==> src/rtl/cte_pkg.sv <==
// shared types and codes for the capability table engine
package cte_pkg;

  typedef enum logic [2:0] {
    CMD_LOOKUP  = 3'd0,
    CMD_DERIVE  = 3'd1,
    CMD_CREATE  = 3'd2,
    CMD_REVOKE  = 3'd3,
    CMD_FREE    = 3'd4,
    CMD_FIND    = 3'd5,
    CMD_SEND    = 3'd6,
    CMD_RECV    = 3'd7
  } cmd_t;

  typedef enum logic [3:0] {
    ST_OK       = 4'd0,
    ST_BOUNDS   = 4'd1,
    ST_NULL     = 4'd2,
    ST_TYPE     = 4'd3,
    ST_STALE    = 4'd4,
    ST_ACCESS   = 4'd5,
    ST_ESCAL    = 4'd6,
    ST_OCCUPIED = 4'd7,
    ST_POOL     = 4'd8,
    ST_BUSY     = 4'd9,
    ST_FULL     = 4'd10
  } status_t;

  localparam logic [1:0] TYPE_NULL     = 2'd0;
  localparam logic [1:0] TYPE_ENDPOINT = 2'd1;

  localparam logic [1:0] EP_IDLE      = 2'd0;
  localparam logic [1:0] EP_SEND_WAIT = 2'd1;
  localparam logic [1:0] EP_RECV_WAIT = 2'd2;

  localparam int CFG_SEND_MASK = 0;
  localparam int CFG_RECV_MASK = 1;

  // one decoded request as it waits in the queue
  typedef struct packed {
    cmd_t        command;
    logic [7:0]  slot_index;
    logic [7:0]  dest_index;
    logic [1:0]  cap_type;
    logic [7:0]  rights;
    logic [15:0] task_id;
    logic        s_oob;
    logic        d_oob;
  } req_t;

  typedef struct packed {
    status_t     status;
    logic [5:0]  found_index;
    logic [1:0]  out_type;
    logic [7:0]  out_rights;
    logic [3:0]  out_endpoint;
    logic [15:0] wake_task;
    logic        caller_parked;
  } resp_t;

endpackage

==> src/rtl/cte_front.sv <==
// front end: takes requests, flags out-of-range slots, two-entry queue
module cte_front #(
  parameter int TABLE_SLOTS = 64
) (
  input  logic            clk,
  input  logic            rst,
  input  logic            in_valid,
  output logic            in_ready,
  input  logic [44:0]     in_data,
  output logic            q_valid,
  input  logic            q_pop,
  output cte_pkg::req_t   q_req
);
  cte_pkg::req_t req_in;
  cte_pkg::req_t entry [2];
  logic rd_ptr, wr_ptr;
  logic [1:0] count;
  logic push;

  always_comb begin
    req_in.command    = cte_pkg::cmd_t'(in_data[2:0]);
    req_in.slot_index = in_data[10:3];
    req_in.dest_index = in_data[18:11];
    req_in.cap_type   = in_data[20:19];
    req_in.rights     = in_data[28:21];
    req_in.task_id    = in_data[44:29];
    req_in.s_oob      = 9'(in_data[10:3]) >= 9'(TABLE_SLOTS);
    req_in.d_oob      = 9'(in_data[18:11]) >= 9'(TABLE_SLOTS);
  end

  assign in_ready = count != 2'd2;
  assign push     = in_valid && in_ready;
  assign q_valid  = count != 2'd0;
  assign q_req    = entry[rd_ptr];

  always_ff @(posedge clk) begin
    if (push) entry[wr_ptr] <= req_in;
    if (rst) begin
      rd_ptr <= 1'b0;
      wr_ptr <= 1'b0;
      count  <= 2'd0;
    end else begin
      if (push) wr_ptr <= ~wr_ptr;
      if (q_pop) rd_ptr <= ~rd_ptr;
      count <= count + 2'(push) - 2'(q_pop);
    end
  end
endmodule

==> src/rtl/cte_back.sv <==
// back end: slot table and endpoint pool, read then write per request
module cte_back #(
  parameter int TABLE_SLOTS    = 64,
  parameter int POOL_ENDPOINTS = 16,
  parameter int RIGHTS_BITS    = 8,
  parameter int GEN_BITS       = 16
) (
  input  logic            clk,
  input  logic            rst,
  input  logic [7:0]      send_right_mask,
  input  logic [7:0]      recv_right_mask,
  input  logic            q_valid,
  output logic            q_pop,
  input  cte_pkg::req_t   q_req,
  output logic            res_valid,
  input  logic            res_ready,
  output cte_pkg::resp_t  res
);
  localparam int SW = (TABLE_SLOTS > 1) ? $clog2(TABLE_SLOTS) : 1;
  localparam int EW = (POOL_ENDPOINTS > 1) ? $clog2(POOL_ENDPOINTS) : 1;
  localparam int DW = RIGHTS_BITS + GEN_BITS + EW;

  typedef enum logic [0:0] {S_IDLE, S_EXEC} state_t;
  state_t state;

  // slot occupancy in flops, rights / generation / endpoint in a memory
  // a slot's memory word is read for every request, used only while occupied
  logic [TABLE_SLOTS-1:0] s_used;
  logic [DW-1:0]          s_mem   [TABLE_SLOTS];
  logic [DW-1:0]          s_rd;
  logic                   s_we;
  logic [SW-1:0]          s_waddr;
  logic [DW-1:0]          s_wdata;
  logic [SW-1:0]          s_raddr;

  logic [POOL_ENDPOINTS-1:0] e_used;
  logic [GEN_BITS-1:0]    e_gen   [POOL_ENDPOINTS];
  logic [1:0]             e_st    [POOL_ENDPOINTS];
  logic [15:0]            e_park  [POOL_ENDPOINTS];
  logic [15:0]            e_own   [POOL_ENDPOINTS];

  cte_pkg::req_t req;
  logic [SW-1:0] si, di;
  logic [1:0]  rt_type;
  logic [RIGHTS_BITS-1:0] rt_rgt;
  logic [GEN_BITS-1:0] rt_gen;
  logic [EW-1:0] rt_ep;
  logic [1:0] rd_type;
  logic stale;
  logic [7:0] need, rgt8;
  logic [1:0] want;
  cte_pkg::status_t chk;
  logic [EW-1:0] free_ep;
  logic free_found;
  logic [SW-1:0] slot_free;
  logic slot_found;
  logic [1:0] ep_st, park_st, meet_st;
  cte_pkg::resp_t res_next;
  logic do_derive, do_create, do_revoke, do_free, do_wake, do_park;

  assign si = req.slot_index[SW-1:0];
  assign di = req.dest_index[SW-1:0];
  assign s_raddr = q_req.slot_index[SW-1:0];
  assign rt_type = s_used[si] ? cte_pkg::TYPE_ENDPOINT : cte_pkg::TYPE_NULL;
  assign rt_rgt  = s_rd[DW-1 -: RIGHTS_BITS];
  assign rt_gen  = s_rd[EW +: GEN_BITS];
  assign rt_ep   = s_rd[EW-1:0];
  assign rd_type = s_used[di] ? cte_pkg::TYPE_ENDPOINT : cte_pkg::TYPE_NULL;
  assign stale   = (rt_type == cte_pkg::TYPE_ENDPOINT) && (e_gen[rt_ep] != rt_gen);
  assign rgt8    = 8'(rt_rgt);
  assign ep_st   = e_st[rt_ep];
  assign park_st = (req.command == cte_pkg::CMD_SEND) ?
                   cte_pkg::EP_SEND_WAIT : cte_pkg::EP_RECV_WAIT;
  assign meet_st = (req.command == cte_pkg::CMD_SEND) ?
                   cte_pkg::EP_RECV_WAIT : cte_pkg::EP_SEND_WAIT;
  // a result leaving this cycle frees the output register for the next request
  assign q_pop   = (state == S_IDLE) && q_valid && (!res_valid || res_ready);

  always_comb begin
    unique case (req.command)
      cte_pkg::CMD_SEND: begin need = send_right_mask; want = cte_pkg::TYPE_ENDPOINT; end
      cte_pkg::CMD_RECV: begin need = recv_right_mask; want = cte_pkg::TYPE_ENDPOINT; end
      default:           begin need = req.rights;      want = req.cap_type; end
    endcase
    if (req.s_oob) chk = cte_pkg::ST_BOUNDS;
    else if (rt_type == cte_pkg::TYPE_NULL) chk = cte_pkg::ST_NULL;
    else if (rt_type != want) chk = cte_pkg::ST_TYPE;
    else if (stale) chk = cte_pkg::ST_STALE;
    else if ((rgt8 & need) != need) chk = cte_pkg::ST_ACCESS;
    else chk = cte_pkg::ST_OK;
  end

  // lowest free pool entry
  always_comb begin
    free_ep = '0;
    free_found = 1'b0;
    for (int i = POOL_ENDPOINTS - 1; i >= 0; i--) begin
      if (!e_used[i]) begin
        free_ep = EW'(i);
        free_found = 1'b1;
      end
    end
  end

  // lowest null slot
  always_comb begin
    slot_free = '0;
    slot_found = 1'b0;
    for (int i = TABLE_SLOTS - 1; i >= 0; i--) begin
      if (!s_used[i]) begin
        slot_free = SW'(i);
        slot_found = 1'b1;
      end
    end
  end

  // result and update decisions for the request in execution
  always_comb begin
    res_next = '0;
    res_next.status = cte_pkg::ST_OK;
    do_derive = 1'b0;
    do_create = 1'b0;
    do_revoke = 1'b0;
    do_free   = 1'b0;
    do_wake   = 1'b0;
    do_park   = 1'b0;
    unique case (req.command)
      cte_pkg::CMD_LOOKUP: begin
        res_next.status = chk;
        if (chk == cte_pkg::ST_OK) begin
          res_next.out_type = rt_type;
          res_next.out_rights = rgt8;
          res_next.out_endpoint = 4'(rt_ep);
        end
      end
      cte_pkg::CMD_DERIVE: begin
        if (req.s_oob || req.d_oob) res_next.status = cte_pkg::ST_BOUNDS;
        else if (rt_type == cte_pkg::TYPE_NULL) res_next.status = cte_pkg::ST_NULL;
        else if (stale) res_next.status = cte_pkg::ST_STALE;
        else if ((req.rights & ~rgt8) != 8'd0) res_next.status = cte_pkg::ST_ESCAL;
        else if (rd_type != cte_pkg::TYPE_NULL) res_next.status = cte_pkg::ST_OCCUPIED;
        else do_derive = 1'b1;
      end
      cte_pkg::CMD_CREATE: begin
        if (req.s_oob) res_next.status = cte_pkg::ST_BOUNDS;
        else if (rt_type != cte_pkg::TYPE_NULL) res_next.status = cte_pkg::ST_OCCUPIED;
        else if (!free_found) res_next.status = cte_pkg::ST_POOL;
        else do_create = 1'b1;
      end
      cte_pkg::CMD_REVOKE: begin
        if (req.s_oob) res_next.status = cte_pkg::ST_BOUNDS;
        else if (rt_type != cte_pkg::TYPE_ENDPOINT) res_next.status = cte_pkg::ST_TYPE;
        else do_revoke = 1'b1;
      end
      cte_pkg::CMD_FREE: begin
        if (req.s_oob) res_next.status = cte_pkg::ST_BOUNDS;
        else do_free = 1'b1;
      end
      cte_pkg::CMD_FIND: begin
        if (slot_found) res_next.found_index = 6'(slot_free);
        else res_next.status = cte_pkg::ST_FULL;
      end
      cte_pkg::CMD_SEND, cte_pkg::CMD_RECV: begin
        if (chk != cte_pkg::ST_OK) res_next.status = chk;
        else if (ep_st == meet_st) begin
          do_wake = 1'b1;
          res_next.wake_task = e_park[rt_ep];
        end else if (ep_st == cte_pkg::EP_IDLE) begin
          do_park = 1'b1;
          res_next.caller_parked = req.task_id != 16'd0;
        end else res_next.status = cte_pkg::ST_BUSY;
      end
    endcase
  end

  assign s_we    = (state == S_EXEC) && (do_derive || do_create);
  assign s_waddr = do_create ? si : di;
  assign s_wdata = do_create ? {RIGHTS_BITS'(req.rights), {GEN_BITS{1'b0}}, free_ep}
                             : {RIGHTS_BITS'(req.rights), rt_gen, rt_ep};

  // slot memory, registered read addressed by the request being popped
  always_ff @(posedge clk) begin
    if (s_we) s_mem[s_waddr] <= s_wdata;
    s_rd <= s_mem[s_raddr];
  end

  always_ff @(posedge clk) begin
    if (rst) begin
      state <= S_IDLE;
      res_valid <= 1'b0;
      s_used <= '0;
      e_used <= '0;
      for (int i = 0; i < POOL_ENDPOINTS; i++) begin
        e_gen[i] <= '0;
        e_st[i] <= cte_pkg::EP_IDLE;
        e_park[i] <= '0;
        e_own[i] <= '0;
      end
    end else begin
      if (q_pop) req <= q_req;
      unique case (state)
        S_IDLE: begin
          if (res_valid && res_ready) res_valid <= 1'b0;
          if (q_pop) state <= S_EXEC;
        end
        S_EXEC: begin
          res <= res_next;
          res_valid <= 1'b1;
          state <= S_IDLE;
          if (do_derive) s_used[di] <= 1'b1;
          if (do_create) begin
            s_used[si] <= 1'b1;
            e_used[free_ep] <= 1'b1;
            e_gen[free_ep]  <= '0;
            e_st[free_ep]   <= cte_pkg::EP_IDLE;
            e_park[free_ep] <= '0;
            e_own[free_ep]  <= req.task_id;
          end
          if (do_free) s_used[si] <= 1'b0;
          if (do_revoke) e_gen[rt_ep] <= e_gen[rt_ep] + 1'b1;
          if (do_wake) begin
            e_st[rt_ep] <= cte_pkg::EP_IDLE;
            e_park[rt_ep] <= '0;
          end
          if (do_park) begin
            e_st[rt_ep] <= park_st;
            e_park[rt_ep] <= req.task_id;
          end
        end
      endcase
    end
  end
endmodule

==> src/rtl/capability_table_engine.sv <==
// top level of the capability table engine
// every command, find free included, passes the queue, the request register and the result register
// the back end takes a new request only in its idle state, after the last result is registered
// a result held by the sink stops the back end; the queue keeps taking requests until full
// a two-entry queue between front and back absorbs stalls on either side
// rst is synchronous: all slots read as null, pool clears, masks return to 1 and 2
module capability_table_engine #(
  parameter int TABLE_SLOTS    = 64,
  parameter int POOL_ENDPOINTS = 16,
  parameter int RIGHTS_BITS    = 8,
  parameter int GEN_BITS       = 16
) (
  input  logic        clk,
  input  logic        rst,
  input  logic        s_tvalid,
  output logic        s_tready,
  // command, slot_index, dest_index, cap_type, rights, task_id (low first)
  input  logic [47:0] s_tdata,
  output logic        m_tvalid,
  input  logic        m_tready,
  // status, found_index, out_type, out_rights, out_endpoint, wake_task,
  // caller_parked (low first)
  output logic [47:0] m_tdata,
  input  logic        cfg_we,
  input  logic [0:0]  cfg_index,
  input  logic [7:0]  cfg_data
);
  logic [7:0] send_mask, recv_mask;
  logic q_valid, q_pop;
  cte_pkg::req_t q_req;
  cte_pkg::resp_t res;

  // configuration registers
  always_ff @(posedge clk) begin
    if (rst) begin
      send_mask <= 8'd1;
      recv_mask <= 8'd2;
    end else if (cfg_we) begin
      if (cfg_index == 1'(cte_pkg::CFG_SEND_MASK)) send_mask <= cfg_data;
      else recv_mask <= cfg_data;
    end
  end

  cte_front #(.TABLE_SLOTS(TABLE_SLOTS)) u_front (
    .clk, .rst,
    .in_valid(s_tvalid), .in_ready(s_tready), .in_data(s_tdata[44:0]),
    .q_valid, .q_pop, .q_req
  );

  cte_back #(
    .TABLE_SLOTS(TABLE_SLOTS), .POOL_ENDPOINTS(POOL_ENDPOINTS),
    .RIGHTS_BITS(RIGHTS_BITS), .GEN_BITS(GEN_BITS)
  ) u_back (
    .clk, .rst,
    .send_right_mask(send_mask), .recv_right_mask(recv_mask),
    .q_valid, .q_pop, .q_req,
    .res_valid(m_tvalid), .res_ready(m_tready), .res
  );

  // pack result fields, lowest first
  assign m_tdata = {7'd0, res.caller_parked, res.wake_task, res.out_endpoint,
                    res.out_rights, res.out_type, res.found_index, res.status};
endmodule

==> config.mk <==
export PLATFORM = sky130hd
export DESIGN_NAME = capability_table_engine
export DESIGN_NICKNAME = d
export VERILOG_FILES = /design/src/rtl/cte_pkg.sv /design/src/rtl/cte_front.sv /design/src/rtl/cte_back.sv /design/src/rtl/capability_table_engine.sv
export SDC_FILE = /design/constraint.sdc
export NUM_CORES = 2
export LEC_CHECK = 0
export BUFFER_PORTS_ARGS = -buffer_cell sky130_fd_sc_hd__buf_2
export CORE_MARGIN = 2
export CORE_UTILIZATION = 53
export DETAILED_ROUTE_END_ITERATION = 16
export GPL_ROUTABILITY_DRIVEN = 0
export PLACE_DENSITY_LB_ADDON = 0.25
export SLEW_MARGIN = 10
export SYNTH_ARGS = -nofsm -noshare
export SYNTH_HDL_FRONTEND = slang
export SYNTH_HIERARCHICAL = 1
export SYNTH_SLANG_ARGS = --single-unit
==> constraint.sdc <==
create_clock -name clk -period 8.16 [get_ports clk]
set_input_delay 1.224 -clock clk [delete_from_list [all_inputs] [get_ports clk]]
set_output_delay 1.224 -clock clk [all_outputs]
set_load 0.01 [all_outputs]
-- Word level (Yosys, flattened, before mapping)
Memories as Yosys holds them, arrays and structs flattened. A register that Yosys moved wholly into a read port is not among the register bits.
Cells that the tools add are included.
- add/subtract/negate cells: 3
- magnitude comparators: 8
- eq/ne operators: 15
- mux-type cells: 275
- bitwise operators: 18
- reductions and logical operators: 44
- operators with widths (cell ; count):
    64-bit 2-to-1 mux ; 7
    6-bit 2-to-1 mux ; 33
    4-bit 2-to-1 mux ; 46
    1-bit 2-to-1 mux ; 143
    64-bit OR ; 2
    16-bit 2-to-1 mux ; 5
    5-bit 2-to-1 mux ; 16
    64-bit bitwise AND ; 1
    64-bit inverter ; 1
    16-bit OR reduction ; 4
    34-bit AND reduction ; 1
    4-bit case mux with 7 select lines ; 1
    20-bit 2-to-1 mux ; 1
    2-bit 2-to-1 mux ; 9
    3-bit 2-to-1 mux ; 6
    18-bit AND reduction ; 1
    16-bit by 1-bit adder with 16-bit output (second input constant) ; 1
    8-bit bitwise AND ; 2
    8-bit by 7-bit >= comparator with 1-bit output (second input constant) ; 2
    16-bit != test ; 1
    16-bit OR ; 1
    8-bit case mux with 2 select lines ; 1
    16-bit nonzero test ; 1
    6-bit by 7-bit less-than comparator with 1-bit output (second input constant) ; 2
    38 further kinds ; 75
- register bits after elaboration: 170
- memory bits (writable): 2430
- bits of input ports: 62
- output and inout port bits: 50
- word-level logic and storage cells: 396
- memories: 5
- memory list (name ; depth ; bits a word ; rd ports ; clocked after memory_dff ; write ports ; line ; RTL):
    u_back.s_mem ; 64 ; 28 ; 1 ; 1 ; 1 ; cte_back.sv:29 ; logic [DW-1:0] s_mem [TABLE_SLOTS];
    u_back.e_gen ; 16 ; 16 ; 1 ; 0 ; 16 ; cte_back.sv:37 ; logic [GEN_BITS-1:0] e_gen [POOL_ENDPOINTS];
    u_back.e_park ; 16 ; 16 ; 1 ; 1 ; 16 ; cte_back.sv:39 ; logic [15:0] e_park [POOL_ENDPOINTS];
    u_front.entry ; 2 ; 47 ; 1 ; 1 ; 1 ; cte_front.sv:15 ; cte_pkg::req_t entry [2];
    u_back.e_st ; 16 ; 2 ; 1 ; 0 ; 16 ; cte_back.sv:38 ; logic [1:0] e_st [POOL_ENDPOINTS];

-- Depth between registers and ports, before layout
- word-level depth: 66
- mapped depth: 17

-- Cells and area by module
The synthesis kept the hierarchy.
- modules (own cells, without submodules) (module ; instances ; cells an instance ; area each (µm²)):
    cte_back ; 1 ; 5401 ; 102662.2
    cte_front ; 1 ; 176 ; 3656.0
    capability_table_engine ; 1 ; 73 ; 729.4

-- Worst setup path before layout
Ideal clock, no wire load.
- path kind: flip-flop to flip-flop
- from: reg u_back/req[37] in the netlist's numbering
- to: mem u_back/s_mem[0][2] in the netlist's numbering (data pin)
- setup time: 0.702 ns
- data arrival time: 5.358 ns
- required time: 7.458 ns
- path slack: 2.100 ns
- cell stages (with the launch flop): 14
- path buffers: 6
- clock period less this slack: 6.060 ns
- cells stage by stage: edfxtp_1 > buf_2 > buf_2 > nand3_1 > a21oi_1 > o311ai_0 > o31ai_1 > nor4_2 > buf_2 > nand2_1 > buf_2 > clkbuf_1 > clkbuf_1 > o21ai_0
- cells in the longest elaborated chain, start to end: 8
- ends and longest elaborated chain (what ; line ; RTL):
    start: declaration ; cte_back.sv:42 ; cte_pkg::req_t req;
    start signal: assignment ; cte_back.sv:200 ; if (q_pop) req <= q_req;
    1-bit binary-select mux with 6-bit select ; cte_back.sv:64 ; assign rt_type = s_used[si] ? cte_pkg::TYPE_ENDPOINT : cte_pkg::TYPE_NULL;
    1-bit 2-to-1 mux (implied by the code) ; cte_back.sv:64 ;
    1-bit 2-to-1 mux ; cte_back.sv:64 ;
    2-bit nonzero test ; cte_back.sv:146 ; else if (rt_type != cte_pkg::TYPE_NULL) res_next.status = cte_pkg::ST_OCCUPIED;
    1-bit 2-to-1 mux ; cte_back.sv:146 ;
    1-bit 2-to-1 mux ; cte_back.sv:145 ; if (req.s_oob) res_next.status = cte_pkg::ST_BOUNDS;
    1-bit 2-to-1 mux ; cte_back.sv:127 ; unique case (req.command)
    20-bit 2-to-1 mux ; cte_back.sv:178 ; assign s_wdata = do_create ? {RIGHTS_BITS'(req.rights), {GEN_BITS{1'b0}}, free_ep}
    net u_back.s_wdata[2] ; cte_back.sv:33 ; logic [DW-1:0] s_wdata;
    end: declaration ; cte_back.sv:29 ;
The timed path passes the listed nets, and every way through them passes these cells. The select of a mux whose other input is x is not followed.

-- Final worst setup path
- from: reg u_back/req[36] in the netlist's numbering
- to: mem u_back/s_mem[14][24] in the netlist's numbering (enable)
- cells in the longest elaborated chain, start to end: 13
- elaborated cells between the ends (all ways): 19
- classes of those cells: 1 x eq/ne; 13 x mux; 5 x reduce/logical
- ends and longest elaborated chain (what ; line ; RTL):
    1-bit binary-select mux with 6-bit select ; cte_back.sv:64 ;
    1-bit 2-to-1 mux (implied by the code) ; cte_back.sv:64 ;
    1-bit 2-to-1 mux ; cte_back.sv:64 ;
    2-bit by 1-bit == test with 1-bit output ; cte_back.sv:69 ; assign stale = (rt_type == cte_pkg::TYPE_ENDPOINT) && (e_gen[rt_ep] != rt_gen);
    1-bit logical AND ; cte_back.sv:69 ;
    1-bit 2-to-1 mux ; cte_back.sv:139 ; else if (stale) res_next.status = cte_pkg::ST_STALE;
    1-bit 2-to-1 mux ; cte_back.sv:138 ; else if (rt_type == cte_pkg::TYPE_NULL) res_next.status = cte_pkg::ST_NULL;
    1-bit 2-to-1 mux ; cte_back.sv:137 ; if (req.s_oob || req.d_oob) res_next.status = cte_pkg::ST_BOUNDS;
    1-bit 2-to-1 mux ; cte_back.sv:127 ;
    1-bit logical OR ; cte_back.sv:176 ; assign s_we = (state == S_EXEC) && (do_derive || do_create);
    1-bit logical AND ; cte_back.sv:176 ;
    1-bit 2-to-1 mux ; cte_back.sv:183 ; if (s_we) s_mem[s_waddr] <= s_wdata;
    1-bit 2-to-1 mux (implied by the code) ; cte_back.sv:183 ;
Several ways; a longest one is shown, not always the timed one. The select of a mux whose other input is x is not followed.

==> Flow_metrics.wiki <==
{| class="wikitable"
! Metric !! Value
|-
| Hold worst-path end || recv_mask[1]
|-
| Final Hold Fails || 0
|-
| Number of max-slew violations in the final report || 0
|-
| Multi-input combinational cell area || 28000 um^2
|-
| Via Count || 56100
|-
| Share of post-route cells with drive strength above 1 || 0.255
|-
| # nets final || 5922
|-
| Die Ht || 453 um
|-
| Ratio of final minimum period to clock period || 0.833
|-
| CTS Sinks || 2636
|-
| Cell Rows || 164
|-
| Metal2 WL || 127 mm
|-
| Final Total Pwr || 37.4 mW
|-
| Setup TNS || 0 ps
|-
| Met1 layer wirelength in the final routing || 102 mm
|-
| Drt pass-1 iters || 8
|-
| Area taken by flip-flops and latches || 77900 um^2
|-
| Post-CTS clock slew at the launch and capture registers of the worst setup and hold paths || 60 ps
|-
| Highest fanout seen on the critical path || 33
|-
| Average vias per placed instance || 6.44
|-
| Number of remaining DRC errors || 0
|-
| Leakage power || 37.5 nW
|-
| Largest incremental delay on the critical path || 1040 ps
|-
| Required time at the endpoint of the critical path || 8740 ps
|-
| Number of DRC markers in iteration 0 || 7637
|-
| Via count of the first global-routing pass || 55900
|-
| Layout overhead on the synthesized area || 12.3%
|-
| Endpoint of the lowest-slack register-to-register path || u_back/s_mem[14][24]
|-
| Largest net degree at the start of global routing || 125
|-
| CTS max path bufs || 4
|-
| Grt total ovfl || 0
|-
| Fraction of the core area covered by cells at the end of the flow || 0.599
|-
| Fill cell instance count of the final layout || 14200
|-
| CTS tree || yes
|-
| Critical path, cell by cell || inv_1, a311o_1, o31ai_1, a31oi_1, nor4_4, buf_4, nand2_2, o22ai_1, nand3_1, nor2_4, buf_4
|-
| Number of primary I/O pins || 112
|-
| Hold slack final || 462 ps
|-
| Synthesized area || 107000 um^2
|-
| Die boundary width || 453 um
|-
| Average cell area after synthesis || 18.9 um^2
|-
| Worst R2R Setup Slack || 1360 ps
|-
| Overall routed net length || 265 mm
|-
| Power per standard cell area || 312 nW/um^2
|-
| Number of cells on the worst hold path || 1
|-
| Transition time at the pin with the least slew margin || 1310 ps
|-
| Routed length on met3 || 25.1 mm
|-
| Highest layer used for signal routing || met5
|-
| FF-to-FF Start || u_back/req[36]
|-
| Number of warnings printed during yosys synthesis || 6
|-
| Number of antenna violations at the first check in global routing || 20
|-
| Worst endpoint data arrival time || 7380 ps
|-
| Number of buffers and inverters on the critical path || 3
|-
| RSZ-0062 raised after global routing || false
|-
| Final setup violation count || 0
|-
| Placeable core area || 200000 um^2
|-
| Final critical path time including I/O delays and setup || 6800 ps
|-
| Largest delay share family, worst path || simple AND/OR/NAND/NOR gates
|-
| TritonCTS Buffers || 282
|-
| Maximum resistive drop on vdd || 0.336 mV
|-
| I/O Buffers || 100
|-
| Cell with the largest stage delay on the worst path || edfxtp_1
|-
| Post-Route Skew || 54.3 ps
|-
| DPL Wire Length || 158 mm
|-
| Buffer count from post-CTS setup fixing || 0
|-
| Class of the worst hold path || register to register
|-
| Wire length of the first global-routing pass || 386 mm
|-
| Die footprint || 205000 um^2
|-
| Number of H-tree levels || 5
|-
| Overall track demand over capacity in global routing || 0.260
|-
| Remaining number of nets flagged by the antenna check after routing || 0
|-
| Depth of the most critical reg-to-reg path || 11
|-
| Startpoint class of the critical path || register
|-
| Clock insertion delay at the later pin of the skew report || 930 ps
|-
| Crit. End Element || register
|-
| Fmax || 0.147 GHz
|-
| Starting density of the core || 0.534
|-
| Root Buffer || clkbuf_16
|-
| Post-Synthesis Cells || 5638
|-
| Maxcap violations || 0
|-
| Worst slew margin relative to its limit || 0.127
|-
| Critical path class || register to register
|-
| Run status || finished clean
|-
| Avg WL per Cell || 30.4 um
|-
| Resized Gates After CTS || 0
|-
| Start point of the worst hold path || recv_mask[1]
|-
| Cell seen most often among critical-path stages || buf_4
|-
| Hold buffer count at CTS || 0
|}
registers in the layout, summed over array words and instances (netlist names), named ones only:
signal / flops
u_back/e_gen: 256
u_back/s_used: 64
u_back/e_used: 16
recv_mask: 8
u_back/e_park: 256
u_back/e_st: 32
u_front/rd_ptr: 1
u_back/s_rd: 28
u_front/count: 2
u_back/res: 40
u_front/entry: 86
send_mask: 8
u_back/state: 1
u_back/s_mem: 1792
u_back/req: 37
u_back/di: 6
u_front/wr_ptr: 1
u_back/res_valid: 1
cell type report:
class                           instances  area share
Sequential cell                      2636       0.650
Multi-Input combinational cell       2629       0.234
Clock buffer                          357      0.0631
Tap cell                             2656      0.0277
Timing Repair Buffer                  267      0.0154
Clock inverter                        121     0.00881
Inverter                               42     0.00132
Antenna cell                            8    0.000167
metal layers:
layer	track usage	vias to the layer above
met4	0.0936	10
met2	0.413	2929
li1	-	23200
met3	0.0532	553
met1	0.360	29400
met5	0	-
placed cells by master, fill, tap and decap left out, types with 11 or more instances in the layout:
cell type and n:
o21ai_0 33, nand2_1 198, nor2_1 578, nor4_1 11, clkinv_2 41, xnor2_1 28
or3_1 14, buf_4 161, nand2b_1 74, a221oi_1 57, mux2_2 26, mux4_2 736
nor3_1 35, mux2_1 41, dfxtp_1 126, inv_1 39, bufinv_16 18, nand3_1 59
nor2b_1 46, a31oi_1 19, nor2_4 62, a21oi_1 113, and2_1 71, edfxtp_1 2505
clkinv_1 46, clkbuf_16 288, a22oi_1 12, a211oi_1 23, and3_1 33, o22ai_1 12
mux2i_1 85, clkbuf_1 59, xor2_1 17, buf_2 99, nand4_1 29
how the worst max path moves through the flow:
stage,from,endpoint,slack [ps],depth (start not counted)
floorplan,u_back/req[37],u_back/s_mem[0][2],2100,13
global placement,u_back/s_rd[2],u_back/s_mem[54][8],1580,12
detailed placement,u_back/s_rd[2],u_back/s_mem[23][7],1520,12
CTS,u_back/s_rd[2],u_back/s_mem[23][11],1520,12
global route,u_back/req[36],u_back/s_mem[14][25],1160,11
finish,u_back/req[36],u_back/s_mem[14][24],1360,11
metrics by stage:
step	setup slack [ps]	area, um^2	cells
5_1_grt	1160	120000	8711
2_1_floorplan	2100	107000	5644
4_1_cts	1520	120000	8708
3_5_place_dp	1520	111000	8230
3_3_place_gp	1580	111000	8230
6_report	1360	120000	8716
power breakdown:
group | internal [mW] | switching, mW
Combinational | 3.26 | 5.16
Sequential | 16.4 | 0.493
Clock | 7.10 | 5.01
Total | 26.8 | 10.7
No activity file was read; power rests on OpenSTA's default activity.
